==> config.mk <==
export PLATFORM = sky130hd
export DESIGN_NAME = i2c_master_transaction_engine
export DESIGN_NICKNAME = d
export VERILOG_FILES = /design/src/rtl/i2cm_pkg.sv /design/src/rtl/i2cm_front.sv /design/src/rtl/i2cm_back.sv /design/src/rtl/i2c_master_transaction_engine.sv
export SDC_FILE = /design/constraint.sdc
export NUM_CORES = 1
export LEC_CHECK = 0
export BUFFER_PORTS_ARGS = -buffer_cell sky130_fd_sc_hd__buf_2
export CAP_MARGIN = 20
export CORE_UTILIZATION = 29
export CTS_CLUSTER_DIAMETER = 100
export DETAILED_ROUTE_END_ITERATION = 8
export HOLD_SLACK_MARGIN = 0.08
export PLACE_DENSITY = 0.47
export SYNTH_ARGS = -nofsm -noshare
export SYNTH_HDL_FRONTEND = slang
export SYNTH_SLANG_ARGS = --single-unit
==> constraint.sdc <==
create_clock -name clk -period 6.3 [get_ports clk]
set_input_delay 1.575 -clock clk [delete_from_list [all_inputs] [get_ports clk]]
set_output_delay 1.575 -clock clk [all_outputs]
set_load 0.05 [all_outputs]
==> src/rtl/i2cm_pkg.sv <==
// ----------------------------------------------------------------------------
// i2cm_pkg
// Types and constants of the I2C master transaction engine.
// ----------------------------------------------------------------------------
package i2cm_pkg;

	// width of the byte counter
	localparam int COUNT_WIDTH = 16;

	// transaction kinds
	localparam logic [1:0] KIND_WRITE     = 2'd0;
	localparam logic [1:0] KIND_READ      = 2'd1;
	localparam logic [1:0] KIND_REG_WRITE = 2'd2;
	localparam logic [1:0] KIND_REG_READ  = 2'd3;

	// completion status
	localparam logic [1:0] STATUS_GOOD     = 2'd0;
	localparam logic [1:0] STATUS_BUS_BUSY = 2'd1;
	localparam logic [1:0] STATUS_NACK     = 2'd2;

	// address byte direction bit
	localparam logic [7:0] ADDR_RD_MASK = 8'h01;
	localparam logic [7:0] ADDR_WR_MASK = 8'hFE;

	// one tick word as it arrives
	typedef struct packed {
		logic        begin_req;
		logic [1:0]  kind;
		logic [6:0]  device_addr;
		logic [7:0]  reg_addr;
		logic [15:0] byte_count;
		logic        ack_level;
		logic [7:0]  tx_data;
		logic        sda_in;
	} req_word_t;

	// one tick result word
	typedef struct packed {
		logic       scl_out;
		logic       sda_out;
		logic       busy_res;
		logic       byte_taken;
		logic       rx_valid;
		logic [7:0] rx_data;
		logic       done_res;
		logic [1:0] status;
	} res_word_t;

	// decoded transaction kind
	typedef struct packed {
		logic plain_read;
		logic has_reg;
		logic reg_read;
	} kind_class_t;

	// classified tick as held in the queue
	typedef struct packed {
		logic                   begin_req;
		kind_class_t            kclass;
		logic [6:0]             device_addr;
		logic [7:0]             reg_addr;
		logic [COUNT_WIDTH-1:0] count;
		logic                   ack_level;
		logic [7:0]             tx_data;
		logic                   sda_in;
	} entry_t;

	// queue head toward the engine
	typedef struct packed {
		logic   valid;
		entry_t entry;
	} head_t;

endpackage

==> src/rtl/i2cm_front.sv <==
// ----------------------------------------------------------------------------
// i2cm_front
// Accepts tick words, decodes the transaction kind and queues them (2 deep).
// ----------------------------------------------------------------------------
module i2cm_front (
	input  logic                 clk,
	input  logic                 arst_n,
	input  logic                 req_valid,
	output logic                 req_ready,
	input  i2cm_pkg::req_word_t  req_word,
	output i2cm_pkg::head_t      head,
	input  logic                 head_pop
);

	i2cm_pkg::entry_t      slots_q [2];
	logic                  wr_ptr_q;
	logic                  rd_ptr_q;
	logic [1:0]            count_q;
	i2cm_pkg::entry_t      cls;
	logic                  push;
	logic                  pop;

	// kind decode and count truncation
	always_comb begin
		cls.begin_req   = req_word.begin_req;
		cls.device_addr = req_word.device_addr;
		cls.reg_addr    = req_word.reg_addr;
		cls.count       = req_word.byte_count[i2cm_pkg::COUNT_WIDTH-1:0];
		cls.ack_level   = req_word.ack_level;
		cls.tx_data     = req_word.tx_data;
		cls.sda_in      = req_word.sda_in;
		cls.kclass      = '0;
		unique case (req_word.kind)
			i2cm_pkg::KIND_WRITE: begin
				cls.kclass = '0;
			end
			i2cm_pkg::KIND_READ: begin
				cls.kclass.plain_read = 1'b1;
			end
			i2cm_pkg::KIND_REG_WRITE: begin
				cls.kclass.has_reg = 1'b1;
			end
			i2cm_pkg::KIND_REG_READ: begin
				cls.kclass.has_reg  = 1'b1;
				cls.kclass.reg_read = 1'b1;
			end
			default: begin
				cls.kclass = '0;
			end
		endcase
	end

	assign req_ready  = (count_q != 2'd2);
	assign push       = req_valid && req_ready;
	assign pop        = head_pop && (count_q != 2'd0);
	assign head.valid = (count_q != 2'd0);
	assign head.entry = slots_q[rd_ptr_q];

	// queue storage
	always_ff @(posedge clk) begin
		if (push) begin
			slots_q[wr_ptr_q] <= cls;
		end
	end

	// queue pointers and fill count
	always_ff @(posedge clk or negedge arst_n) begin
		if (!arst_n) begin
			wr_ptr_q <= 1'b0;
			rd_ptr_q <= 1'b0;
			count_q  <= 2'd0;
		end else begin
			if (push) begin
				wr_ptr_q <= ~wr_ptr_q;
			end
			if (pop) begin
				rd_ptr_q <= ~rd_ptr_q;
			end
			if (push && !pop) begin
				count_q <= count_q + 2'd1;
			end else if (pop && !push) begin
				count_q <= count_q - 2'd1;
			end
		end
	end

endmodule

==> src/rtl/i2cm_back.sv <==
// ----------------------------------------------------------------------------
// i2cm_back
// Bus sequencer: advances the transaction one tick per queued word and
// registers the result word.
// ----------------------------------------------------------------------------
module i2cm_back (
	input  logic                 clk,
	input  logic                 arst_n,
	input  i2cm_pkg::head_t      head,
	output logic                 head_pop,
	output logic                 res_valid,
	input  logic                 res_ready,
	output i2cm_pkg::res_word_t  res_word
);

	typedef enum logic [4:0] {
		PH_IDLE, PH_ST_A, PH_ST_B, PH_ST_C,
		PH_WB0, PH_WB1, PH_WB2, PH_WA0, PH_WA1,
		PH_RPRE, PH_RHI, PH_RLO, PH_RA0, PH_RA1, PH_RA2,
		PH_SP0, PH_SP1, PH_SP2, PH_SP3
	} phase_t;

	typedef enum logic [1:0] {
		STG_ADDR1, STG_REG, STG_ADDR2, STG_DATA
	} stage_t;

	localparam logic [i2cm_pkg::COUNT_WIDTH-1:0] CNT_ONE =
		{{(i2cm_pkg::COUNT_WIDTH-1){1'b0}}, 1'b1};

	phase_t                           phase_q, ph_n, ph_c;
	stage_t                           stage_q, stg_n, stg_c;
	logic [2:0]                       bit_q, bit_n;
	logic [7:0]                       shift_q, shift_n;
	logic [i2cm_pkg::COUNT_WIDTH-1:0] left_q, left_n, left_c;
	i2cm_pkg::kind_class_t            kind_q, kind_n;
	logic [6:0]                       dev_q, dev_n;
	logic [7:0]                       reg_q, reg_n;
	logic                             ack_q, ack_n;
	logic [1:0]                       lines_q;
	logic                             nack_q, nack_n;
	logic                             res_valid_q;
	i2cm_pkg::res_word_t              res_q, res_n;
	logic                             take;
	logic                             ack_lvl;
	logic                             scl, sda;
	i2cm_pkg::entry_t                 e;

	assign e        = head.entry;
	assign take     = head.valid && (!res_valid_q || res_ready);
	assign head_pop = take;
	assign res_valid = res_valid_q;
	assign res_word  = res_q;

	// one bus tick of the sequencer
	always_comb begin
		ph_c   = phase_q;
		stg_c  = stage_q;
		left_c = left_q;
		kind_n = kind_q;
		dev_n  = dev_q;
		reg_n  = reg_q;
		ack_n  = ack_q;
		nack_n = nack_q;
		// begin is taken on the first start tick
		if (phase_q == PH_IDLE && e.begin_req) begin
			kind_n = e.kclass;
			dev_n  = e.device_addr;
			reg_n  = e.reg_addr;
			left_c = e.count;
			ack_n  = e.ack_level;
			stg_c  = STG_ADDR1;
			nack_n = 1'b0;
			ph_c   = PH_ST_A;
		end
		ph_n    = ph_c;
		stg_n   = stg_c;
		left_n  = left_c;
		bit_n   = bit_q;
		shift_n = shift_q;
		scl     = 1'b1;
		sda     = 1'b1;
		res_n   = '0;
		res_n.busy_res = 1'b1;
		res_n.status   = i2cm_pkg::STATUS_GOOD;
		// level sent in the read ack slot, nack on the last byte
		ack_lvl = (left_c == '0) ? 1'b1 : (kind_n.plain_read ? ack_n : 1'b0);

		unique case (ph_c)
			PH_ST_A: begin
				if (!e.sda_in) begin
					res_n.done_res = 1'b1;
					res_n.status   = i2cm_pkg::STATUS_BUS_BUSY;
					ph_n = PH_IDLE;
				end else begin
					ph_n = PH_ST_B;
				end
			end
			PH_ST_B: begin
				sda  = 1'b0;
				ph_n = PH_ST_C;
			end
			PH_ST_C: begin
				scl = 1'b0;
				sda = 1'b0;
				if (stg_c == STG_ADDR2 || kind_n.plain_read) begin
					shift_n = {dev_n, 1'b0} | i2cm_pkg::ADDR_RD_MASK;
				end else begin
					shift_n = {dev_n, 1'b0} & i2cm_pkg::ADDR_WR_MASK;
				end
				bit_n = 3'd7;
				ph_n  = PH_WB0;
			end
			PH_WB0: begin
				if (stg_c == STG_DATA && bit_q == 3'd7) begin
					shift_n = e.tx_data;
					res_n.byte_taken = 1'b1;
					left_n = left_c - CNT_ONE;
				end
				scl  = 1'b0;
				sda  = shift_n[7];
				ph_n = PH_WB1;
			end
			PH_WB1: begin
				sda  = shift_q[7];
				ph_n = PH_WB2;
			end
			PH_WB2: begin
				scl     = 1'b0;
				sda     = shift_q[7];
				shift_n = {shift_q[6:0], 1'b0};
				if (bit_q == 3'd0) begin
					ph_n = PH_WA0;
				end else begin
					bit_n = bit_q - 3'd1;
					ph_n  = PH_WB0;
				end
			end
			PH_WA0: begin
				scl  = 1'b0;
				ph_n = PH_WA1;
			end
			PH_WA1: begin
				// ack slot decides the next byte
				if (e.sda_in) begin
					nack_n = 1'b1;
					ph_n   = PH_SP0;
				end else if (stg_c == STG_ADDR1 && kind_n.plain_read) begin
					stg_n = STG_DATA;
					ph_n  = (left_c != '0) ? PH_RPRE : PH_SP0;
				end else if (stg_c == STG_ADDR1 && kind_n.has_reg) begin
					stg_n   = STG_REG;
					shift_n = reg_n;
					bit_n   = 3'd7;
					ph_n    = PH_WB0;
				end else if (stg_c == STG_REG && kind_n.reg_read) begin
					stg_n = STG_ADDR2;
					ph_n  = PH_ST_A;
				end else if (stg_c == STG_ADDR2) begin
					stg_n = STG_DATA;
					ph_n  = (left_c != '0) ? PH_RPRE : PH_SP0;
				end else begin
					stg_n = STG_DATA;
					if (left_c != '0) begin
						bit_n = 3'd7;
						ph_n  = PH_WB0;
					end else begin
						ph_n = PH_SP0;
					end
				end
			end
			PH_RPRE: begin
				scl     = 1'b0;
				left_n  = left_c - CNT_ONE;
				shift_n = '0;
				bit_n   = 3'd7;
				ph_n    = PH_RHI;
			end
			PH_RHI: begin
				shift_n = {shift_q[6:0], e.sda_in};
				if (bit_q == 3'd0) begin
					res_n.rx_valid = 1'b1;
					res_n.rx_data  = shift_n;
				end
				ph_n = PH_RLO;
			end
			PH_RLO: begin
				scl = 1'b0;
				if (bit_q == 3'd0) begin
					ph_n = PH_RA0;
				end else begin
					bit_n = bit_q - 3'd1;
					ph_n  = PH_RHI;
				end
			end
			PH_RA0: begin
				scl  = 1'b0;
				sda  = ack_lvl;
				ph_n = PH_RA1;
			end
			PH_RA1: begin
				sda  = ack_lvl;
				ph_n = PH_RA2;
			end
			PH_RA2: begin
				scl  = 1'b0;
				sda  = ack_lvl;
				ph_n = (left_c != '0) ? PH_RPRE : PH_SP0;
			end
			PH_SP0: begin
				scl  = 1'b0;
				ph_n = PH_SP1;
			end
			PH_SP1: begin
				scl  = 1'b0;
				sda  = 1'b0;
				ph_n = PH_SP2;
			end
			PH_SP2: begin
				sda  = 1'b0;
				ph_n = PH_SP3;
			end
			PH_SP3: begin
				res_n.done_res = 1'b1;
				res_n.status   = nack_n ? i2cm_pkg::STATUS_NACK : i2cm_pkg::STATUS_GOOD;
				ph_n = PH_IDLE;
			end
			default: begin
				// idle: hold the last line levels
				ph_n = PH_IDLE;
				res_n.busy_res = 1'b0;
				scl = lines_q[1];
				sda = lines_q[0];
			end
		endcase
		res_n.scl_out = scl;
		res_n.sda_out = sda;
	end

	// sequencer state and result register
	always_ff @(posedge clk or negedge arst_n) begin
		if (!arst_n) begin
			phase_q     <= PH_IDLE;
			stage_q     <= STG_ADDR1;
			bit_q       <= 3'd0;
			shift_q     <= 8'h00;
			left_q      <= '0;
			kind_q      <= '0;
			dev_q       <= 7'd0;
			reg_q       <= 8'h00;
			ack_q       <= 1'b0;
			lines_q     <= 2'b11;
			nack_q      <= 1'b0;
			res_valid_q <= 1'b0;
			res_q       <= '0;
		end else begin
			if (take) begin
				phase_q <= ph_n;
				stage_q <= stg_n;
				bit_q   <= bit_n;
				shift_q <= shift_n;
				left_q  <= left_n;
				kind_q  <= kind_n;
				dev_q   <= dev_n;
				reg_q   <= reg_n;
				ack_q   <= ack_n;
				lines_q <= {res_n.scl_out, res_n.sda_out};
				nack_q  <= nack_n;
				res_q   <= res_n;
				res_valid_q <= 1'b1;
			end else if (res_ready) begin
				res_valid_q <= 1'b0;
			end
		end
	end

endmodule

==> src/rtl/i2c_master_transaction_engine.sv <==
// ----------------------------------------------------------------------------
// i2c_master_transaction_engine
// I2C master with 7-bit addressing, run one bus delay tick per word.
//
//   channel | direction | handshake             | payload
//   req     | in        | req_valid / req_ready | req_word (i2cm_pkg::req_word_t)
//   res     | out       | res_valid / res_ready | res_word (i2cm_pkg::res_word_t)
//
// One tick word in gives exactly one result word out.
// Throughput is one word per cycle while res_ready is high; a word passes
// through the queue, then the sequencer step that writes the result register.
// A two-entry queue sits between the front and the sequencer; with the
// result register up to three words can be held while res_ready is low.
// arst_n clears the queue, the result register and the sequencer to idle.
// ----------------------------------------------------------------------------
module i2c_master_transaction_engine (
	input  logic                 clk,
	input  logic                 arst_n,
	input  logic                 req_valid,
	output logic                 req_ready,
	input  i2cm_pkg::req_word_t  req_word,
	output logic                 res_valid,
	input  logic                 res_ready,
	output i2cm_pkg::res_word_t  res_word
);

	i2cm_pkg::head_t head;
	logic            head_pop;

	// accept and decode
	i2cm_front u_front (
		.clk       (clk),
		.arst_n    (arst_n),
		.req_valid (req_valid),
		.req_ready (req_ready),
		.req_word  (req_word),
		.head      (head),
		.head_pop  (head_pop)
	);

	// bus sequencer
	i2cm_back u_back (
		.clk       (clk),
		.arst_n    (arst_n),
		.head      (head),
		.head_pop  (head_pop),
		.res_valid (res_valid),
		.res_ready (res_ready),
		.res_word  (res_word)
	);

endmodule

# Word level (Yosys, flattened, before mapping)
# Memory sizes are Yosys's and may differ from the RTL's.
# Index checks and enable logic that the tools add are counted.
dict set report op_classes {
  muxes 63
  add_sub_neg 4
  n_reduce_logical 38
  eq_ne 34
  n_bitwise 2
}
# operator n
set ops {}
lappend ops {{$pmux W5 S17} 1}
lappend ops {{$pmux W8 S6} 1}
lappend ops {{$eq A5 B4 Y1 const B} 8}
lappend ops {{$mux W8} 5}
lappend ops {{$mux W3} 11}
lappend ops {{$mux W16} 2}
lappend ops {{$pmux W16 S2} 1}
lappend ops {{$mux W5} 6}
lappend ops {{$eq A5 B3 Y1 const B} 4}
lappend ops {{$mux W2} 10}
lappend ops {{$mux W1} 18}
lappend ops {{$mux W9} 2}
lappend ops {{$reduce_or A18 Y1} 1}
lappend ops {{$logic_not A16 Y1} 1}
lappend ops {{$reduce_bool A16 Y1} 1}
lappend ops {{$reduce_or A8 Y1} 2}
lappend ops {{$sub A16 B1 Y16 const B} 1}
lappend ops {{$eq A5 B5 Y1 const B} 3}
lappend ops {{$eq A5 B2 Y1 const B} 2}
lappend ops {{$logic_and A1 B1 Y1} 10}
lappend ops {{$reduce_or A10 Y1} 1}
lappend ops {{$pmux W3 S3} 1}
lappend ops {{$eq A2 B2 Y1 const B} 4}
lappend ops {{$ne A2 B2 Y1 const B} 4}
lappend ops {{30 further kinds} 41}
dict set report word_totals {
  mem_count 1
  ff_bits 77
  mem_bits_rw 90
  out_inout_bits 18
  word_cells 168
  input_bits 48
}
# name depth word_bits read_ports rd_clocked_by_memory_dff write_ports line_no
set memory_table {}
lappend memory_table {u_front.slots_q 2 45 1 0 1 i2cm_front.sv:15} ;# i2cm_pkg::entry_t slots_q [2];

# Logic depth before layout (Yosys ltp)
dict set report depth {
  ltp_word 11
  mapped_depth 13
  mapped_depth_nobuf 10
}

# Hierarchy
# Synthesis repeated with hierarchy kept, for this count alone.
dict set report unflattened {
  cells_unflattened 644
  area_unflattened_um2 8190.4
}
# mod n_inst seq_area_each_um2 cells_each area_per_inst_um2
set by_module_without_submodules {}
lappend by_module_without_submodules {i2cm_back 1 1829.3 483 4533.1}
lappend by_module_without_submodules {i2cm_front 1 2802.7 161 3657.3}

# Least setup slack after synthesis
# No wires, ideal clock.
dict set report synth_timing {
  path_type {input -> register}
  from {input port req_valid}
  to {memory u_front.slots_q[0][0] in the netlist's numbering (enable)}
  setup_ns 0.448
  n_path_buf 0
  path_slack_ns 2.272
  required_time_ns 5.852
  path_stages 2
  arrival_ns 3.580
  path_cell_list {nand2_1 nor2_1}
}
dict set report synth_between {
  elab_chain_cells 3
}
# item line_no
set synth_rtl {}
lappend synth_rtl {{start, declared} i2c_master_transaction_engine.sv:19} ;# input logic req_valid,
lappend synth_rtl {{$logic_and A1 B1 Y1} i2cm_front.sv:54} ;# assign push = req_valid && req_ready;
lappend synth_rtl {{$mux W1} i2cm_front.sv:61} ;# if (push) begin
lappend synth_rtl {{$mux W1 (implied by the code)} i2cm_front.sv:62} ;# slots_q[wr_ptr_q] <= cls;
lappend synth_rtl {{end, declared} i2cm_front.sv:15}
# Every way passes these cells.

# Worst setup path in the final report
dict set report layout_timing {
  from {register u_back.phase_q[1]}
  to {register u_back.res_q (netlist bit u_back.res_word[14])}
}
dict set report layout_between {
  elab_chain_cells 7
  word_cells_on_any_way 36
  classes_between {19 x eq/ne; 9 x mux; 8 x reduce/logical}
}
# item line_no
set layout_rtl {}
lappend layout_rtl {{start, declared} i2cm_back.sv:30} ;# phase_t phase_q, ph_n, ph_c;
lappend layout_rtl {{start signal, assigned} i2cm_back.sv:257} ;# phase_q <= ph_n;
lappend layout_rtl {{branches (longest 6 deep; another with $reduce_or A8 Y1)} n/a}
lappend layout_rtl {{$pmux W1 S5 *} i2cm_back.sv:88} ;# unique case (ph_c)
lappend layout_rtl {{end signal, assigned} i2cm_back.sv:268} ;# res_q <= res_n;
lappend layout_rtl {{end, declared} i2cm_back.sv:42} ;# i2cm_pkg::res_word_t res_q, res_n;
# Mark *: on every way between the ends. The select of a mux whose other input is x is not followed.
# A chain may end at the register's enable or synchronous reset.

==> results.ini <==
[sta]
setup_viol=0
worstMarginPinSlew_ns=0.957
rsz0062_at_grt=no
fin_crit_sh_pct=64.4
whs_ns=0.476
relSlewSlack_pct=35.6
post-route-min-period_ns=4.06
timing.final.ws_setup_ns=2.24
tns_ns=0
drv_slew=0
clock_skew_ns=0.00986
fmax_mhz=247
finalHoldViolCount=0

[logic_synthesis]
synth_area_per_cell_um2=11.2
yosys_warnings=0
synth_top_flop_cell=edfxtp_1
ys_seq_elements=167
mappedNetlistNets=778
synth-edff-count=90
synth_cell_types=75
netlist_area_mm2=0.00809
synth_cells=725
ys_seq_area_share_pct=57.2
synthArstFlopShare_pct=46.1

[layout]
final_common_cell=edfxtp_1
final_nets=835
syn_to_final_growth_pct=16.3
fin_util_pct=34.6
nFillCells=2766
diodes=0
final_layout_size_suffix_gt1_share_pct=18.7
final_cell_mix=edfxtp_1 (90), dfrtp_1 (74), nand2_1 (73)

[global_route]
grt_use_total_pct=14.7
grt_max_degree=68
antenna_found_initial=0
gr-total-overflow=0
grt_pass1_wl_um=32300
grt_pass1_vias=5701

[die]
die_x_um=169
io_pins=66
die_area_mm2=0.0286
row_count=60
core_area_mm2=0.0272
start_util_pct=29.8
dieHeight_um=169

[drt]
via_per_inst=4.99
post_drt_wl_per_cell_um=17.3
dr.pass1.iters=5
drt_iter0_markers=460
wl_um=20200
ant_nets=0
vias=5823
drc=0

[clock_tree]
cts_tree=done
insertion_delay_ns=0.43
post_cts_resized=0
root_buffer=clkbuf_16
post-cts-setup-buffers=0
cts_buffers=17
clock_sink_count=167
worst_setup_hold_path_clk_slew_ns=0.06
cts-hold-fix-buffers=0
clockBufferDepth=2
cts_max_level=4

[critical_path]
crit_type=reg2reg
cp_max_fo=67
start_kind=flip-flop
regToRegSetupSlack_ns=2.24
r2r-start=u_back.phase_q[1]
worst-r2r-cell-count=10
cp.arrival_ns=4.33
required_ns=6.58
r2r-end=u_back.res_word[14]
cp-end-kind=flip-flop

[placed_design]
dpl_worst_slack_ns=2.27
io_buffers=65
place.detailed.hpwl_um=13800
globalplace.congestion=0.865

[worst_hold_path]
hold_class=reg2reg
worstHoldPathCells=2
min_delay_worst_endpoint=u_back.dev_q[4]
min_from=u_back.dev_q[4]

[power_and_ir_drop]
finalPower_mw=4.69
ir_drop_mv=0.266
power_density_mw_per_mm2=499
p_leak_nw=3.70

[outcome]
status=completed

[job]
maxCapViolCount=0

cell type report:
| cell class | instances | area (um2) | area share, % |
|---|---|---|---|
| timing repair buffer | 78 | 425 | 4.52 |
| multi-input combinational | 506 | 3250 | 34.6 |
| clock inverter | 10 | 108 | 1.14 |
| clock buffer | 22 | 485 | 5.16 |
| inverter | 12 | 45.0 | 0.478 |
| tap | 372 | 465 | 4.94 |
| sequential | 167 | 4630 | 49.2 |
metal layers:
layer	GRT usage (%)	wire length, um	up-vias
li1	-	-	2835
met1	21.2	10300	2850
met2	22.4	8960	126
met3	2.69	723	12
met4	4.39	201	0
met5	0	0	-
synthesized netlist by cell type (3+ instances only):
library cell / number / area share, %
a31oi_1: 8 / 0.62
o21ai_0: 55 / 3.4
nand2b_1: 8 / 0.62
o22ai_1: 6 / 0.46
o21a_1: 5 / 0.46
a221oi_1: 10 / 1.1
nand2_1: 73 / 3.4
edfxtp_1: 90 / 33
nand4_1: 4 / 0.31
nand3_1: 13 / 0.80
nor3_1: 13 / 0.80
a21o_1: 3 / 0.28
a41o_1: 3 / 0.37
dfrtp_1: 75 / 23
mux2i_1: 43 / 5.3
or4_1: 3 / 0.28
mux2_4: 6 / 1.1
nor4_1: 5 / 0.39
nor2_1: 71 / 3.3
nand4b_1: 3 / 0.32
xnor2_1: 6 / 0.65
inv_1: 11 / 0.51
a21oi_1: 59 / 3.6
nor2b_1: 6 / 0.46
or3_1: 8 / 0.62
buf_2: 11 / 0.68
clkbuf_1: 22 / 1.0
buf_1: 5 / 0.23
o221ai_1: 4 / 0.43
o22a_1: 3 / 0.32
nor3b_1: 4 / 0.37
ha_1: 5 / 0.77
and3_1: 3 / 0.23
and4_1: 3 / 0.32
a22o_1: 11 / 1.2
mux2_2: 13 / 1.8
logic make-up after synthesis:
| logic type | synth area share (%) |
|---|---|
| mux | 8.24 |
| fa+ha+maj | 0.773 |
| simple gates | 14.3 |
| compound gates | 15.9 |
| xor+xnor | 0.866 |
| buf+inv | 2.72 |
| flops | 57.2 |
registers in the layout (all words and copies together) (netlist names):
| register | cells |
|---|---|
| u_back.lines_q | 2 |
| u_back.kind_q | 3 |
| u_front.wr_ptr_q | 1 |
| u_front.rd_ptr_q | 1 |
| u_front.count_q | 2 |
| u_back.phase_q | 5 |
| u_back.ack_q | 1 |
| u_back.nack_q | 1 |
| u_back.stage_q | 2 |
| u_front.slots_q | 90 |
| u_back.reg_q | 8 |
| u_back.shift_q | 8 |
| u_back.dev_q | 7 |
| u_back.res_word | 16 |
| u_back.res_valid | 1 |
| u_back.left_q | 16 |
| u_back.bit_q | 3 |
worst max-delay path, stage by stage (launching register included):
cell,delay [ns]
dfrtp_1,0.64
nor3_2,0.49
nand3_4,0.67
nor2_1,0.29
a21oi_1,0.09
ha_1,0.28
and3_1,0.15
a31oi_1,0.39
o22ai_1,0.15
a2111oi_0,0.61
o21ai_0,0.15
metrics by stage:
step | cells | area (um2)
global route | 1167 | 9420
floorplan | 725 | 8090
detailed placement | 1134 | 8810
global placement | 1134 | 8810
finish | 1167 | 9420
CTS | 1166 | 9410
where the power goes:
part           internal (mW)  switching (mW)  total, mW
Combinational          0.690            1.22       1.91
Clock                  0.598           0.444       1.04
Sequential              1.50           0.237       1.74
worst max path at each step:
stage,start,end,slack (ns),depth (start not counted)
after CTS,u_back.phase_q[1],u_back.res_word[14],2.26,10
after global routing,u_back.phase_q[1],u_back.res_word[14],1.93,10
final,u_back.phase_q[1],u_back.res_word[14],2.24,10
after global placement,u_back.phase_q[1],u_back.res_word[14],2.42,10
after floorplan,req_valid,u_front.slots_q[0][0],2.27,2
after detailed placement,u_back.phase_q[1],u_back.res_word[14],2.27,10
(Power assumes the default switching activity.)
